<file path="config.mk">
export PLATFORM = sky130hd
export DESIGN_NAME = hsis_queue
export DESIGN_NICKNAME = d
export VERILOG_FILES = /design/src/hash_set_insert_search_top_defines.svh /design/src/hsis_pkg.sv /design/src/hsis_queue.sv
export SDC_FILE = /design/constraint.sdc
export NUM_CORES = 1
export LEC_CHECK = 0
export BUFFER_PORTS_ARGS = -buffer_cell sky130_fd_sc_hd__buf_2
export CORE_ASPECT_RATIO = 0.9
export CORE_MARGIN = 3
export CORE_UTILIZATION = 47
export CTS_CLUSTER_SIZE = 30
export DETAILED_ROUTE_END_ITERATION = 10
export PLACE_DENSITY_LB_ADDON = 0.2
export SLEW_MARGIN = 20
export SYNTH_ARGS = -nofsm -noshare
export SYNTH_HDL_FRONTEND = slang
export SYNTH_SLANG_ARGS = --single-unit
</file>
<file path="constraint.sdc">
create_clock -name clk -period 2.8 [get_ports clk]
set_input_delay 0 -clock clk [delete_from_list [all_inputs] [get_ports clk]]
set_output_delay 0 -clock clk [all_outputs]
set_load 0.02 [all_outputs]
</file>
<file path="src/hash_set_insert_search_top_defines.svh">
// Assertion macros shared by the hash set RTL.
`ifndef HASH_SET_INSERT_SEARCH_TOP_DEFINES_SVH
`define HASH_SET_INSERT_SEARCH_TOP_DEFINES_SVH

// Checks that cons holds in the same cycle whenever ante holds.
`define HSIS_ASSERT_NOW(lbl, ante, cons, msg) \
	lbl: assert property (@(posedge clk) disable iff (!arst_n) (ante) |-> (cons)) \
	else $error(msg);

// Checks that cons holds in the cycle after ante holds.
`define HSIS_ASSERT_NEXT(lbl, ante, cons, msg) \
	lbl: assert property (@(posedge clk) disable iff (!arst_n) (ante) |=> (cons)) \
	else $error(msg);

`endif

</file>
<file path="src/hsis_pkg.sv">
// Types and constants shared by the hash set front end, queue and back end.
package hsis_pkg;

	localparam int KEY_W = 32;
	localparam int STEP_BITS = 4;
	localparam int STEPS = KEY_W / STEP_BITS;
	localparam int CNT_W = $clog2(STEPS);
	localparam int QDEPTH = 2;
	localparam int QPTR_W = $clog2(QDEPTH);
	localparam int QCNT_W = $clog2(QDEPTH + 1);

	typedef enum logic {
		FUNC_INSERT = 1'b0,
		FUNC_SEARCH = 1'b1
	} func_t;

	typedef enum logic [2:0] {
		ST_INSERTED  = 3'd0,
		ST_DUPLICATE = 3'd1,
		ST_PRESENT   = 3'd2,
		ST_ABSENT    = 3'd3,
		ST_FULL      = 3'd4
	} status_t;

	typedef enum logic [1:0] {
		FR_IDLE,
		FR_REDUCE,
		FR_PUSH
	} front_state_t;

	typedef enum logic [1:0] {
		BK_CLEAR,
		BK_IDLE,
		BK_EXEC
	} back_state_t;

	typedef struct packed {
		logic full;
		logic empty;
	} fifo_stat_t;

endpackage

</file>
<file path="src/hsis_queue.sv">
// Two-entry queue that decouples the front end from the back end.
module hsis_queue #(
	parameter int W = 43
) (
	input  logic                 clk,
	input  logic                 arst_n,
	input  logic                 push,
	input  logic [W-1:0]         wr_data,
	input  logic                 pop,
	output logic [W-1:0]         rd_data,
	output hsis_pkg::fifo_stat_t q_stat
);

	logic [W-1:0]                mem_q [hsis_pkg::QDEPTH];
	logic [hsis_pkg::QPTR_W-1:0] wr_q;
	logic [hsis_pkg::QPTR_W-1:0] rd_q;
	logic [hsis_pkg::QCNT_W-1:0] cnt_q;

	assign rd_data      = mem_q[rd_q];
	assign q_stat.full  = cnt_q == hsis_pkg::QCNT_W'(hsis_pkg::QDEPTH);
	assign q_stat.empty = cnt_q == '0;

	always_ff @(posedge clk or negedge arst_n) begin
		if (!arst_n) begin
			wr_q  <= '0;
			rd_q  <= '0;
			cnt_q <= '0;
		end else begin
			if (push) begin
				wr_q <= wr_q + hsis_pkg::QPTR_W'(1);
			end
			if (pop) begin
				rd_q <= rd_q + hsis_pkg::QPTR_W'(1);
			end
			cnt_q <= cnt_q + hsis_pkg::QCNT_W'(push) - hsis_pkg::QCNT_W'(pop);
		end
	end

	always_ff @(posedge clk) begin
		if (push) begin
			mem_q[wr_q] <= wr_data;
		end
	end

endmodule

</file>
Word-level counts from Yosys, hierarchy flattened
Memories as Yosys holds them, arrays and structs flattened.
Index checks and enable logic that the tools add are counted.
{ "totals": {"regBits": 4, "mem_bits_rw": 86, "inputBits": 47, "out_inout_bits": 45, "elab_cells": 12, "memories": 1} }
{ "op_classes": {"n_addsub": 4, "n_eq_ne": 1, "muxes": 2, "n_reduce_logical": 1} }
{ "mem_list": {"columns": ["memory", "depth", "word_bits", "read_ports", "rd_ports_with_merged_regs", "write_ports", "line_no", "source"], "rows": [
  ["mem_q", 2, 43, 1, 0, 1, "hsis_queue.sv:14", "logic [W-1:0] mem_q [hsis_pkg::QDEPTH];"]
]} }
{ "ops": {"columns": ["operator", "n"], "rows": [
  ["$add A1 B1 Y1 const B", 2],
  ["$add A2 B1 Y2", 1],
  ["$eq A2 B2 Y1 const B", 1],
  ["$logic_not A2 Y1", 1],
  ["$mux W1", 2],
  ["$sub A2 B1 Y2", 1]
]} }

Depth between registers and ports, before layout
{ "depth": {"word_depth": 2, "mapped_depth": 5, "ltp_nobuf": 5} }

Worst setup path before layout
OpenSTA, ideal clock, no wires.
{ "synth_timing": {"path_type": "reg-to-reg", "from": "reg wr_q", "to": "mem mem_q[0][0], enable pin", "setup_ns": 0.449, "t_arrival_ns": 2.325, "required_time_ns": 2.351, "slack_ns": 0.027, "stages_incl_launch_ff": 2, "n_path_buf": 0, "period_less_slack_ns": 2.773, "path_cell_list": "dfrtp_1 nor2b_1"} }
{ "synth_rtl": {"columns": ["item", "line_no", "source"], "rows": [
  ["start, declared", "hsis_queue.sv:15", "logic [hsis_pkg::QPTR_W-1:0] wr_q;"],
  ["start signal, assigned", "hsis_queue.sv:30", "wr_q <= wr_q + hsis_pkg::QPTR_W'(1);"],
  ["end, declared", "hsis_queue.sv:14", null]
]} }
No word-level cell before the write port.

Worst setup path after layout
{ "layout_timing": {"from": "reg rd_q", "to": "out rd_data[40]"} }
{ "layout_between": {"elab_chain_cells": 1} }
{ "layout_rtl": {"columns": ["item", "line_no", "source"], "rows": [
  ["start, declared", "hsis_queue.sv:16", "logic [hsis_pkg::QPTR_W-1:0] rd_q;"],
  ["start signal, assigned", "hsis_queue.sv:33", "rd_q <= rd_q + hsis_pkg::QPTR_W'(1);"],
  ["$mem_v2 Z2 W43", null, null],
  ["end, declared", "hsis_queue.sv:10", "output logic [W-1:0] rd_data,"]
]} }
No other way between the ends.

==> metrics.md <==
| Metric | Value |
|---|---|
| Clock slew at reported path FFs | 0.08 ns |
| Final net count | 347 |
| Synth Register Bits | 90 |
| Worst Tran Pin Value | 0.349 ns |
| Status | complete, no violations |
| CTS Root Cell | clkbuf_8 |
| Max Cap Viol | 0 |
| HPWL after detailed placement | 3610 um |
| Clock latency on the worst-skew pair | 0.34 ns |
| DRT Pass-1 Iters | 4 |
| Max Root-Sink Buffers | 2 |
| # diodes | 0 |
| Final min period | 1.77 ns |
| Final max-slew violation count | 0 |
| Ports | 92 |
| Crit path max fanout | 34 |
| Cell count after synthesis | 149 |
| Final Hold Fails | 0 |
| Setup crit start kind | register |
| # port buffers | 91 |
| First-pass GRT wire length | 8640 um |
| Flop pwr share | 43.0% |
| Layout fillers | 514 |
| Pleak | 1.95 nW |
| Number of remaining DRC errors | 0 |
| Synth unique cells | 13 |
| Core Util, Final | 66.1% |
| WL/cell | 14.3 um |
| Worst setup EP type | output pin |
| CTS tree | done |
| Crit-path cells | buf_12 > mux2_2 > buf_2 |
| Initial antenna violation count | 0 |
| Worst setup path category | reg2out |
| Post-route ant nets | 0 |
| Fin crit share | 63.2% |
| Setup_tns | 0 ns |
| Yosys top cell area share | 73.8% |
| Synth area leaders | edfxtp_1, mux2_4, dfrtp_1, buf_12, mux2_2 |
| Max incr delay on CP | 0.59 ns |
| DR vias | 1,814 |
| Biggest area consumer among synthesized cells | edfxtp_1 |
| WL final | 5660 um |
| Clk sinks | 90 |
| Number of global-route vias before repair | 1,780 |
| Row count | 29 |
| Worst hold path class | in2reg |
| Critical path's slowest cell | dfrtp_2 |
| Sequential-to-total area share from yosys stat | 76.6% |
| Post-CTS Resized | 0 |
| Placer Congestion | 0.647 |
| Die area | 8520 sq um |
| Starting Density | 49.0% |
| Comb power frac | 36.4% |
| Clock power frac | 20.7% |
| Vias per cell | 4.58 |
| Chip width | 97.0 um |
| Max IR drop VDD | 664 uV |
| Worst slew margin | 76.7% |
| Total CTS buffers | 9 |
| 1st-iter DRT viols | 74 |
| Cell Area, Synth | 3500 sq um |
| Total grt overflow | 0 |
| Power Total | 4.43 mW |
| Required time worst endpoint | 2.80 ns |
| Setup violators final | 0 |
| Layout cells sized above 1 | 51.5% |
| Net switching power | 1.37 mW |
| YS warnings | 0 |
| Pint | 3.06 mW |
| RSZ-0062 raised after global routing | no |
| Fmax | 565 MHz |
| DIE HEIGHT | 87.9 um |
| Clock Skew | 0.00643 ns |
| CP arrival | 1.77 ns |
| CTS H-tree depth | 3 |
| Synthesized net count | 198 |
| P&R area growth vs syn | 34.9% |
| GRT Total Usage | 13.6% |
| Power Density | 938 nW/um^2 |
| Post-CTS Setup Repair Bufs | 0 |
| Core ar. | 7150 sq um |
| Sw Share | 30.9% |
| Final hold slack | 0.373 ns |
| Post-CTS Hold Buffers | 47 |
| Largest net degree at the start of global routing | 35 |
| Synthesized area per cell | 23.5 sq um |
-- flip-flops by register name (all words and copies together) (netlist names) --
signal	cells
cnt_q	2
wr_q	1
mem_q	86
rd_q	1
-- power by group through the flow --
stage | clock network (mW) | registers, mW | logic, mW
5_1_grt | 1.01 | 1.93 | 1.71
3_3_place_gp | 0 | 1.93 | 1.58
3_5_place_dp | 0 | 1.94 | 1.58
4_1_cts | 0.945 | 1.91 | 1.64
6_report | 0.915 | 1.90 | 1.61
2_1_floorplan | 0 | 1.89 | 1.30
-- routing by layer --
metal | routed length [um] | GRT usage, % | vias to the layer above
li1 | - | - | 876
met1 | 2300 | 15.9 | 867
met2 | 2900 | 23.0 | 59
met3 | 334 | 3.74 | 12
met4 | 130 | 8.04 | 0
met5 | 0 | 0 | -
-- cells by family (layout without fill, tap and decap cells) --
kind of cell | count (synthesis) | after routing | share of synthesized area, %
adders and majority gates | 2 | 2 | 0.715
and+or+nand+nor | 4 | 4 | 0.643
DFF | 90 | 90 | 76.6
xor gates and xnor gates | 3 | 3 | 1.18
buffers and inverters | 7 | 161 | 2.82
muxes | 43 | 43 | 18.0
-- cell type report --
type / count / area, sq um / area share [%]
inverters: 2 / 7.51 / 0.159
flip-flops and latches: 90 / 2680 / 56.8
clock inverters: 5 / 78.8 / 1.67
well taps: 93 / 116 / 2.46
repair buffers: 143 / 976 / 20.7
clock buffers: 11 / 131 / 2.78
multi-input cells: 52 / 728 / 15.4
-- cells in the mapped netlist --
cell	number
edfxtp_1	86
mux2_4	39
buf_12	4
dfrtp_1	4
mux2_2	4
ha_1	2
inv_1	2
nor2b_1	2
xor2_1	2
and2_1	1
buf_6	1
nor2_1	1
xor3_1	1
-- worst max-delay path: cells and delay by family (launching register included) --
family / cells / cell delay (ns)
mux: 1 / 0.37
flops: 1 / 0.59
buf+inv: 2 / 0.48
-- layout by cell type (no fill, tap or decap), types with 2 or more instances in the layout --
cell,count
buf_4,4
mux2_4,39
dlygate4sd3_1,47
inv_1,2
edfxtp_1,86
clkinv_2,2
mux2_2,4
ha_1,2
buf_2,91
dfrtp_1,3
clkbuf_1,2
xor2_1,2
clkbuf_8,9
bufinv_16,2
-- worst paths after layout --
path,from,to,slack [ns],cells past startpoint
max in group asynchronous,arst_n,rd_q,2.08,3
min in group asynchronous,arst_n,rd_q,0.54,3
worst max register to register,wr_q,mem_q[1][39],1.37,2
worst min register to register,wr_q,wr_q,0.54,1
worst min-delay path,wr_data[13],mem_q[0][13],0.37,2
worst max-delay path,rd_q,rd_data[40],1.03,3
-- through the flow --
stage,cells,worst slack (ns),instance area [sq um]
after floorplan,149,0.0265,3500
after global placement,333,1.37,4040
after detailed placement,333,1.36,4040
after CTS,396,0.979,4720
after global routing,396,0.917,4720
final,396,1.03,4720
Note: power is estimated with default switching activity, not from simulation.
