File: src/hash_set_insert_search_top_defines.svh
// Assertion macros shared by the hash set RTL.
`ifndef HASH_SET_INSERT_SEARCH_TOP_DEFINES_SVH
`define HASH_SET_INSERT_SEARCH_TOP_DEFINES_SVH

// Checks that cons holds in the same cycle whenever ante holds.
`define HSIS_ASSERT_NOW(lbl, ante, cons, msg) \
	lbl: assert property (@(posedge clk) disable iff (!arst_n) (ante) |-> (cons)) \
	else $error(msg);

// Checks that cons holds in the cycle after ante holds.
`define HSIS_ASSERT_NEXT(lbl, ante, cons, msg) \
	lbl: assert property (@(posedge clk) disable iff (!arst_n) (ante) |=> (cons)) \
	else $error(msg);

`endif

File: src/hsis_pkg.sv
// Types and constants shared by the hash set front end, queue and back end.
package hsis_pkg;

	localparam int KEY_W = 32;
	localparam int STEP_BITS = 4;
	localparam int STEPS = KEY_W / STEP_BITS;
	localparam int CNT_W = $clog2(STEPS);
	localparam int QDEPTH = 2;
	localparam int QPTR_W = $clog2(QDEPTH);
	localparam int QCNT_W = $clog2(QDEPTH + 1);

	typedef enum logic {
		FUNC_INSERT = 1'b0,
		FUNC_SEARCH = 1'b1
	} func_t;

	typedef enum logic [2:0] {
		ST_INSERTED  = 3'd0,
		ST_DUPLICATE = 3'd1,
		ST_PRESENT   = 3'd2,
		ST_ABSENT    = 3'd3,
		ST_FULL      = 3'd4
	} status_t;

	typedef enum logic [1:0] {
		FR_IDLE,
		FR_REDUCE,
		FR_PUSH
	} front_state_t;

	typedef enum logic [1:0] {
		BK_CLEAR,
		BK_IDLE,
		BK_EXEC
	} back_state_t;

	typedef struct packed {
		logic full;
		logic empty;
	} fifo_stat_t;

endpackage

File: src/hsis_front.sv
// Front end: accepts items and reduces each key to its bucket index.
module hsis_front #(
	parameter int BUCKETS = 1024
) (
	input  logic                                        clk,
	input  logic                                        arst_n,
	input  logic                                        start,
	input  logic                                        func,
	input  logic signed [hsis_pkg::KEY_W-1:0]           key,
	input  logic                                        clearing,
	input  hsis_pkg::fifo_stat_t                        q_stat,
	output logic                                        busy,
	output logic                                        push,
	output logic [hsis_pkg::KEY_W+$clog2(BUCKETS):0]    ent
);

	localparam int BW = $clog2(BUCKETS);
	localparam int RW = BW + 1;
	localparam int KW = hsis_pkg::KEY_W;
	localparam bit POW2 = (BUCKETS & (BUCKETS - 1)) == 0;

	logic [KW-1:0] key_mag;

	assign key_mag = key[KW-1] ? (~key + KW'(1)) : key;

	if (POW2) begin : g_mask
		logic          vld_s1;
		logic          func_s1;
		logic [KW-1:0] key_s1;
		logic [BW-1:0] bkt_s1;
		logic          take;

		assign busy = clearing || (vld_s1 && q_stat.full);
		assign take = start && !busy;
		assign push = vld_s1 && !q_stat.full;
		assign ent  = {func_s1, key_s1, bkt_s1};

		always_ff @(posedge clk or negedge arst_n) begin
			if (!arst_n) begin
				vld_s1 <= 1'b0;
			end else if (take) begin
				vld_s1 <= 1'b1;
			end else if (push) begin
				vld_s1 <= 1'b0;
			end
		end

		always_ff @(posedge clk) begin
			if (take) begin
				func_s1 <= func;
				key_s1  <= key;
				bkt_s1  <= key_mag[BW-1:0];
			end
		end
	end else begin : g_reduce
		hsis_pkg::front_state_t   state_q, state_d;
		logic                     func_q;
		logic [KW-1:0]            key_q;
		logic [KW-1:0]            mag_q;
		logic [BW-1:0]            rem_q;
		logic [hsis_pkg::CNT_W-1:0] cnt_q;
		logic [RW-1:0]            rem_next;
		logic                     take;
		logic                     step;

		always_comb begin
			rem_next = {1'b0, rem_q};
			for (int i = 0; i < hsis_pkg::STEP_BITS; i++) begin
				rem_next = {rem_next[BW-1:0], mag_q[KW-1-i]};
				if (rem_next >= RW'(BUCKETS)) begin
					rem_next = rem_next - RW'(BUCKETS);
				end
			end
		end

		always_comb begin
			state_d = state_q;
			take = 1'b0;
			step = 1'b0;
			push = 1'b0;
			busy = 1'b1;
			case (state_q)
				hsis_pkg::FR_IDLE: begin
					busy = clearing;
					if (start && !clearing) begin
						take = 1'b1;
						state_d = hsis_pkg::FR_REDUCE;
					end
				end
				hsis_pkg::FR_REDUCE: begin
					step = 1'b1;
					if (cnt_q == hsis_pkg::CNT_W'(hsis_pkg::STEPS - 1)) begin
						state_d = hsis_pkg::FR_PUSH;
					end
				end
				hsis_pkg::FR_PUSH: begin
					if (!q_stat.full) begin
						push = 1'b1;
						state_d = hsis_pkg::FR_IDLE;
					end
				end
				default: begin
					state_d = hsis_pkg::FR_IDLE;
				end
			endcase
		end

		assign ent = {func_q, key_q, rem_q};

		always_ff @(posedge clk or negedge arst_n) begin
			if (!arst_n) begin
				state_q <= hsis_pkg::FR_IDLE;
			end else begin
				state_q <= state_d;
			end
		end

		always_ff @(posedge clk) begin
			if (take) begin
				func_q <= func;
				key_q  <= key;
				mag_q  <= key_mag;
				rem_q  <= '0;
				cnt_q  <= '0;
			end else if (step) begin
				mag_q  <= mag_q << hsis_pkg::STEP_BITS;
				rem_q  <= rem_next[BW-1:0];
				cnt_q  <= cnt_q + hsis_pkg::CNT_W'(1);
			end
		end
	end

endmodule

File: config.mk
export PLATFORM = sky130hd
export DESIGN_NAME = hsis_front
export DESIGN_NICKNAME = d
export VERILOG_FILES = /design/src/hash_set_insert_search_top_defines.svh /design/src/hsis_pkg.sv /design/src/hsis_front.sv
export SDC_FILE = /design/constraint.sdc
export NUM_CORES = 1
export LEC_CHECK = 0
export BUFFER_PORTS_ARGS = -buffer_cell sky130_fd_sc_hd__buf_2
export CAP_MARGIN = 30
export CORE_MARGIN = 10
export CORE_UTILIZATION = 40
export DETAILED_ROUTE_END_ITERATION = 12
export PLACE_DENSITY_LB_ADDON = 0.08
export SYNTH_ARGS = -nofsm -noshare
export SYNTH_HDL_FRONTEND = slang
export SYNTH_SLANG_ARGS = --single-unit
File: constraint.sdc
create_clock -name clk -period 8.2 [get_ports clk]
set_input_delay 0.82 -clock clk [delete_from_list [all_inputs] [get_ports clk]]
set_output_delay 0.82 -clock clk [all_outputs]
set_load 0.05 [all_outputs]
* After elaboration in Yosys (flattened, before gate mapping)
Index checks and enable logic that the tools add are counted.
** Operators by class
- Muxes and demuxes :: 3
- Bitwise operators :: 1
- Reduce and logical (&&, ||, !) cells :: 7
- Add/subtract/negate cells :: 1
** Operator list (number)
- $add A10 B2 Y10 const B :: 1
- $mux W10 :: 1
- $not A10 Y10 :: 1
- $logic_and A1 B1 Y1 :: 3
- $logic_not A1 Y1 :: 2
- $mux W1 :: 2
- $reduce_bool A2 Y1 :: 1
- $logic_or A1 B1 Y1 :: 1
** Storage, ports and cells
- Register bits :: 44
- Word-level logic and storage cells :: 16
- Input port bits :: 39

* Longest topological paths before layout
- Depth in word-level cells :: 5
- Gate-level depth with buffers :: 5

* Least setup slack after synthesis
Ideal clock, no wire load.
- Path type :: input to register
- Start :: input port clearing
- End :: register g_mask.bkt_s1[1], enable pin
- Arrival :: 3.036 ns
- Setup slack :: 4.709 ns
- Cell stages on the path :: 2
- Buffers on the path :: 0
- Cells stage by stage :: nand2b_1 > a21oi_1
** On the way
- Longest elaborated chain between the ends :: 3
** Ends and longest elaborated chain
- start, declared :: RTL line hsis_front.sv:10 : input logic clearing,
- $logic_or A1 B1 Y1 :: RTL line hsis_front.sv:33 : assign busy = clearing || (vld_s1 && q_stat.full);
- $logic_not A1 Y1 :: RTL line hsis_front.sv:34 : assign take = start && !busy;
- $logic_and A1 B1 Y1 :: RTL line hsis_front.sv:34
- named net g_mask.take :: RTL line hsis_front.sv:31 : logic take;
- end signal, assigned :: RTL line hsis_front.sv:52 : bkt_s1 <= key_mag[BW-1:0];
- end, declared :: RTL line hsis_front.sv:30 : logic [BW-1:0] bkt_s1;
The timed path passes the listed nets, and every way through them passes these cells.
A chain may end at the register's enable or synchronous reset.

* Final worst setup path
- Start :: input port q_stat[1] in the netlist's numbering
- End :: output port busy
** On the way
- Longest elaborated chain between the ends :: 2
** Ends and longest elaborated chain
- start, declared :: RTL line hsis_front.sv:11 : input hsis_pkg::fifo_stat_t q_stat,
- $logic_and A1 B1 Y1 :: RTL line hsis_front.sv:33
- $logic_or A1 B1 Y1 :: RTL line hsis_front.sv:33
- end, declared :: RTL line hsis_front.sv:12 : output logic busy,
Every way passes these cells.

==> impl_results.md <==
* Post-route DRC at 0
* Final setup margin at 6050 ps
* Tot GR Track Use at 0.105
* I/O Buffers at 82
* Post-CTS Hold Fix Bufs at 0
* Power Density at between 200 and 250 nW/um2
* Fin. Hold Viols at 0
* Peak supply drop at 107 uV
* Commonest non-fill, non-tap cells in the layout: 82 x buf_2, 42 x edfxtp_1, 8 x xnor2_1
* DR pass1 iterations at 4
* DR iter-0 viols at 43
* Hold Path Class: in2async
* Vias in the first global route at between 1000 and 1500
* Outcome: completed
* Placed cell count at 204
* Placed Area at ~2000 um2
* # rows at 22
* Register Area at 1290 um2
* Worst-case clock buffer depth at 2
* CP Capture Type: output pin
* Worst r2r src: g_mask.vld_s1$_DFFE_PN0P_
* Commonest non-fill, non-tap cell in the layout: buf_2
* CTS tree: yes
* Clock Latency Late Sink at approximately 280 ps
* First-pass GRT wire length at around 5200 um
* Max H-tree Level at 2
* Crit-path most repeated cell: buf_2
* Peak Freq at 465 MHz
* Critical path arrival at between 1000 and 1500 ps
* Routability Congestion at 0.762
* Bufs and invs on worst path at 2
* CP max stage delay at roughly 250 ps
* Pin count of the biggest net entering global routing at 25
* Slew Limit Fails at 0
* CTS sink cnt at 43
* Crit share post-route at 0.262
* Cells after Synth at 76
* Synthesized flop and latch total at 43
* Syn Std Cell Area at 1530 um2
* Max_slew headroom at 0.594
* Required time worst endpoint at 7380 ps
* Post-synth EDFFs at 42
* Top Family by Delay on Critical Path: buffers and inverters
* Initial core utilization at 0.414
* Avg Cell Area, Syn at around 20 um2
* Pleak at 0.868 nW
* Final Skew at 3.00 ps
* Fill cells at 339
* Vias at 945
* Worst-path clk slew at roughly 80 ps
* Design Area, Final at 2100 um2
* Critical Path Fanout Max at 3
* Setup_tns at 0 ps
* Remaining antenna violation count at 0
* Post-synthesis sequential area ratio at 0.843
* Layout cells sized above 1 at 0.579
* CTS Buf Count at 5
* Chip width at 81.8 um
* Yosys warnings at 0
* GR Overflow Total at 0
* Die span in y at 81.8 um
* Place WS at 5810 ps
* IO Pins at 84
* Most used DFF post-synth: edfxtp_1
* Slowest cell on crit path: buf_2
* Avg WL per Cell at 16.3 um
* Initial antenna violation count at 0
* Die area at 6690 um2
* Nets at 203
* Worst reg2reg path depth at 2
* Post-CTS setup buffer count at 0
* Fin cells at 212
* Post-DR vias/cell at 4.46
* Root Driver: clkbuf_8
* Worst reg2reg setup slack at 6510 ps
* Max Cap Viol at 0
* Crit start category: primary input
* Antenna Cells at 0
* Area occupied by multi-input gates at between 200 and 250 um2
* Core area at 3690 um2
* Worst-path cell chain: buf_2, nand2_1, nand2b_1, buf_2
* Synth-to-layout area growth at 37.9%
* Yosys cell types at 18
* Post-cts resize count at 0
* Post-synth net total at 116
* WL final at 3460 um
* RSZ-0062 raised after global routing: no
* Reg2reg end: g_mask.key_s1[30]$_DFFE_PP_
* Slew @ Worst Pin at around 610 ps
* Count of final setup violators at 0
* Crit Path Category: in2out
* Final min period at 2150 ps
* Asr flop ratio synth at 0.0233
[how the worst max path moves through the flow]
stage              start                          end  depth (start not counted)
6_report       q_stat[1]                         busy                          4
5_1_grt        q_stat[1]                         busy                          4
4_1_cts        q_stat[1]                         busy                          4
3_5_place_dp    clearing  g_mask.key_s1[10]$_DFFE_PP_                          4
3_3_place_gp    clearing  g_mask.key_s1[27]$_DFFE_PP_                          4
2_1_floorplan   clearing   g_mask.bkt_s1[1]$_DFFE_PP_                          2
[final cells by class]
type	count	area share
inverters	2	0.00357
clock inverters	3	0.0184
clock buffers	5	0.0327
multi-input cells	28	0.107
repair buffers	83	0.199
well taps	48	0.0285
flip-flops and latches	43	0.611
[through the flow]
stage,hold WS [ps],util,power [W]
floorplan,474,-,0.000309
global placement,555,0.541,0.000331
detailed placement,570,0.541,0.000333
CTS,286,0.571,0.000488
global route,280,0.571,0.000504
finish,296,0.571,0.000482
[flip-flops by register name (all words and copies together) (netlist names)]
signal / count
g_mask.bkt_s1: 9
g_mask.key_s1: 32
g_mask.vld_s1: 1
g_mask.func_s1: 1
[kinds of logic after synthesis]
| kind of cell | synth area share |
|---|---|
| flops | 0.843 |
| fa+ha+maj | 0.00820 |
| xor+xnor | 0.0459 |
| buf+inv | 0.0172 |
| simple gates | 0.0443 |
| compound gates | 0.0418 |
[per-layer routing]
metal / wire, um / track usage / share of wire / up-vias
li1: - / - / - / 459
met1: 1160 / 0.103 / 0.34 / 437
met5: 0 / 0 / 0 / -
met4: 50 / 0.0561 / 0.014 / 0
met2: 1810 / 0.177 / 0.52 / 44
met3: 437 / 0.0535 / 0.13 / 5
[cells in the mapped netlist (2+ instances only)]
library cell   n  area share
o31ai_1        2      0.0098
nand2_1        4      0.0098
buf_4          2      0.0098
edfxtp_1      42        0.83
o21ai_0        3      0.0098
inv_1          2      0.0049
xnor2_1        8       0.046
nand2b_1       3       0.012
[where the power goes]
part	total [W]	internal [W]	leakage, nW	switching (W)
clock network	0.000156	0.0000891	0.0556	0.0000667
registers	0.000256	0.000254	0.403	0.00000253
logic	0.0000700	0.0000181	0.409	0.0000519
Note: power is estimated with default switching activity, not from simulation.
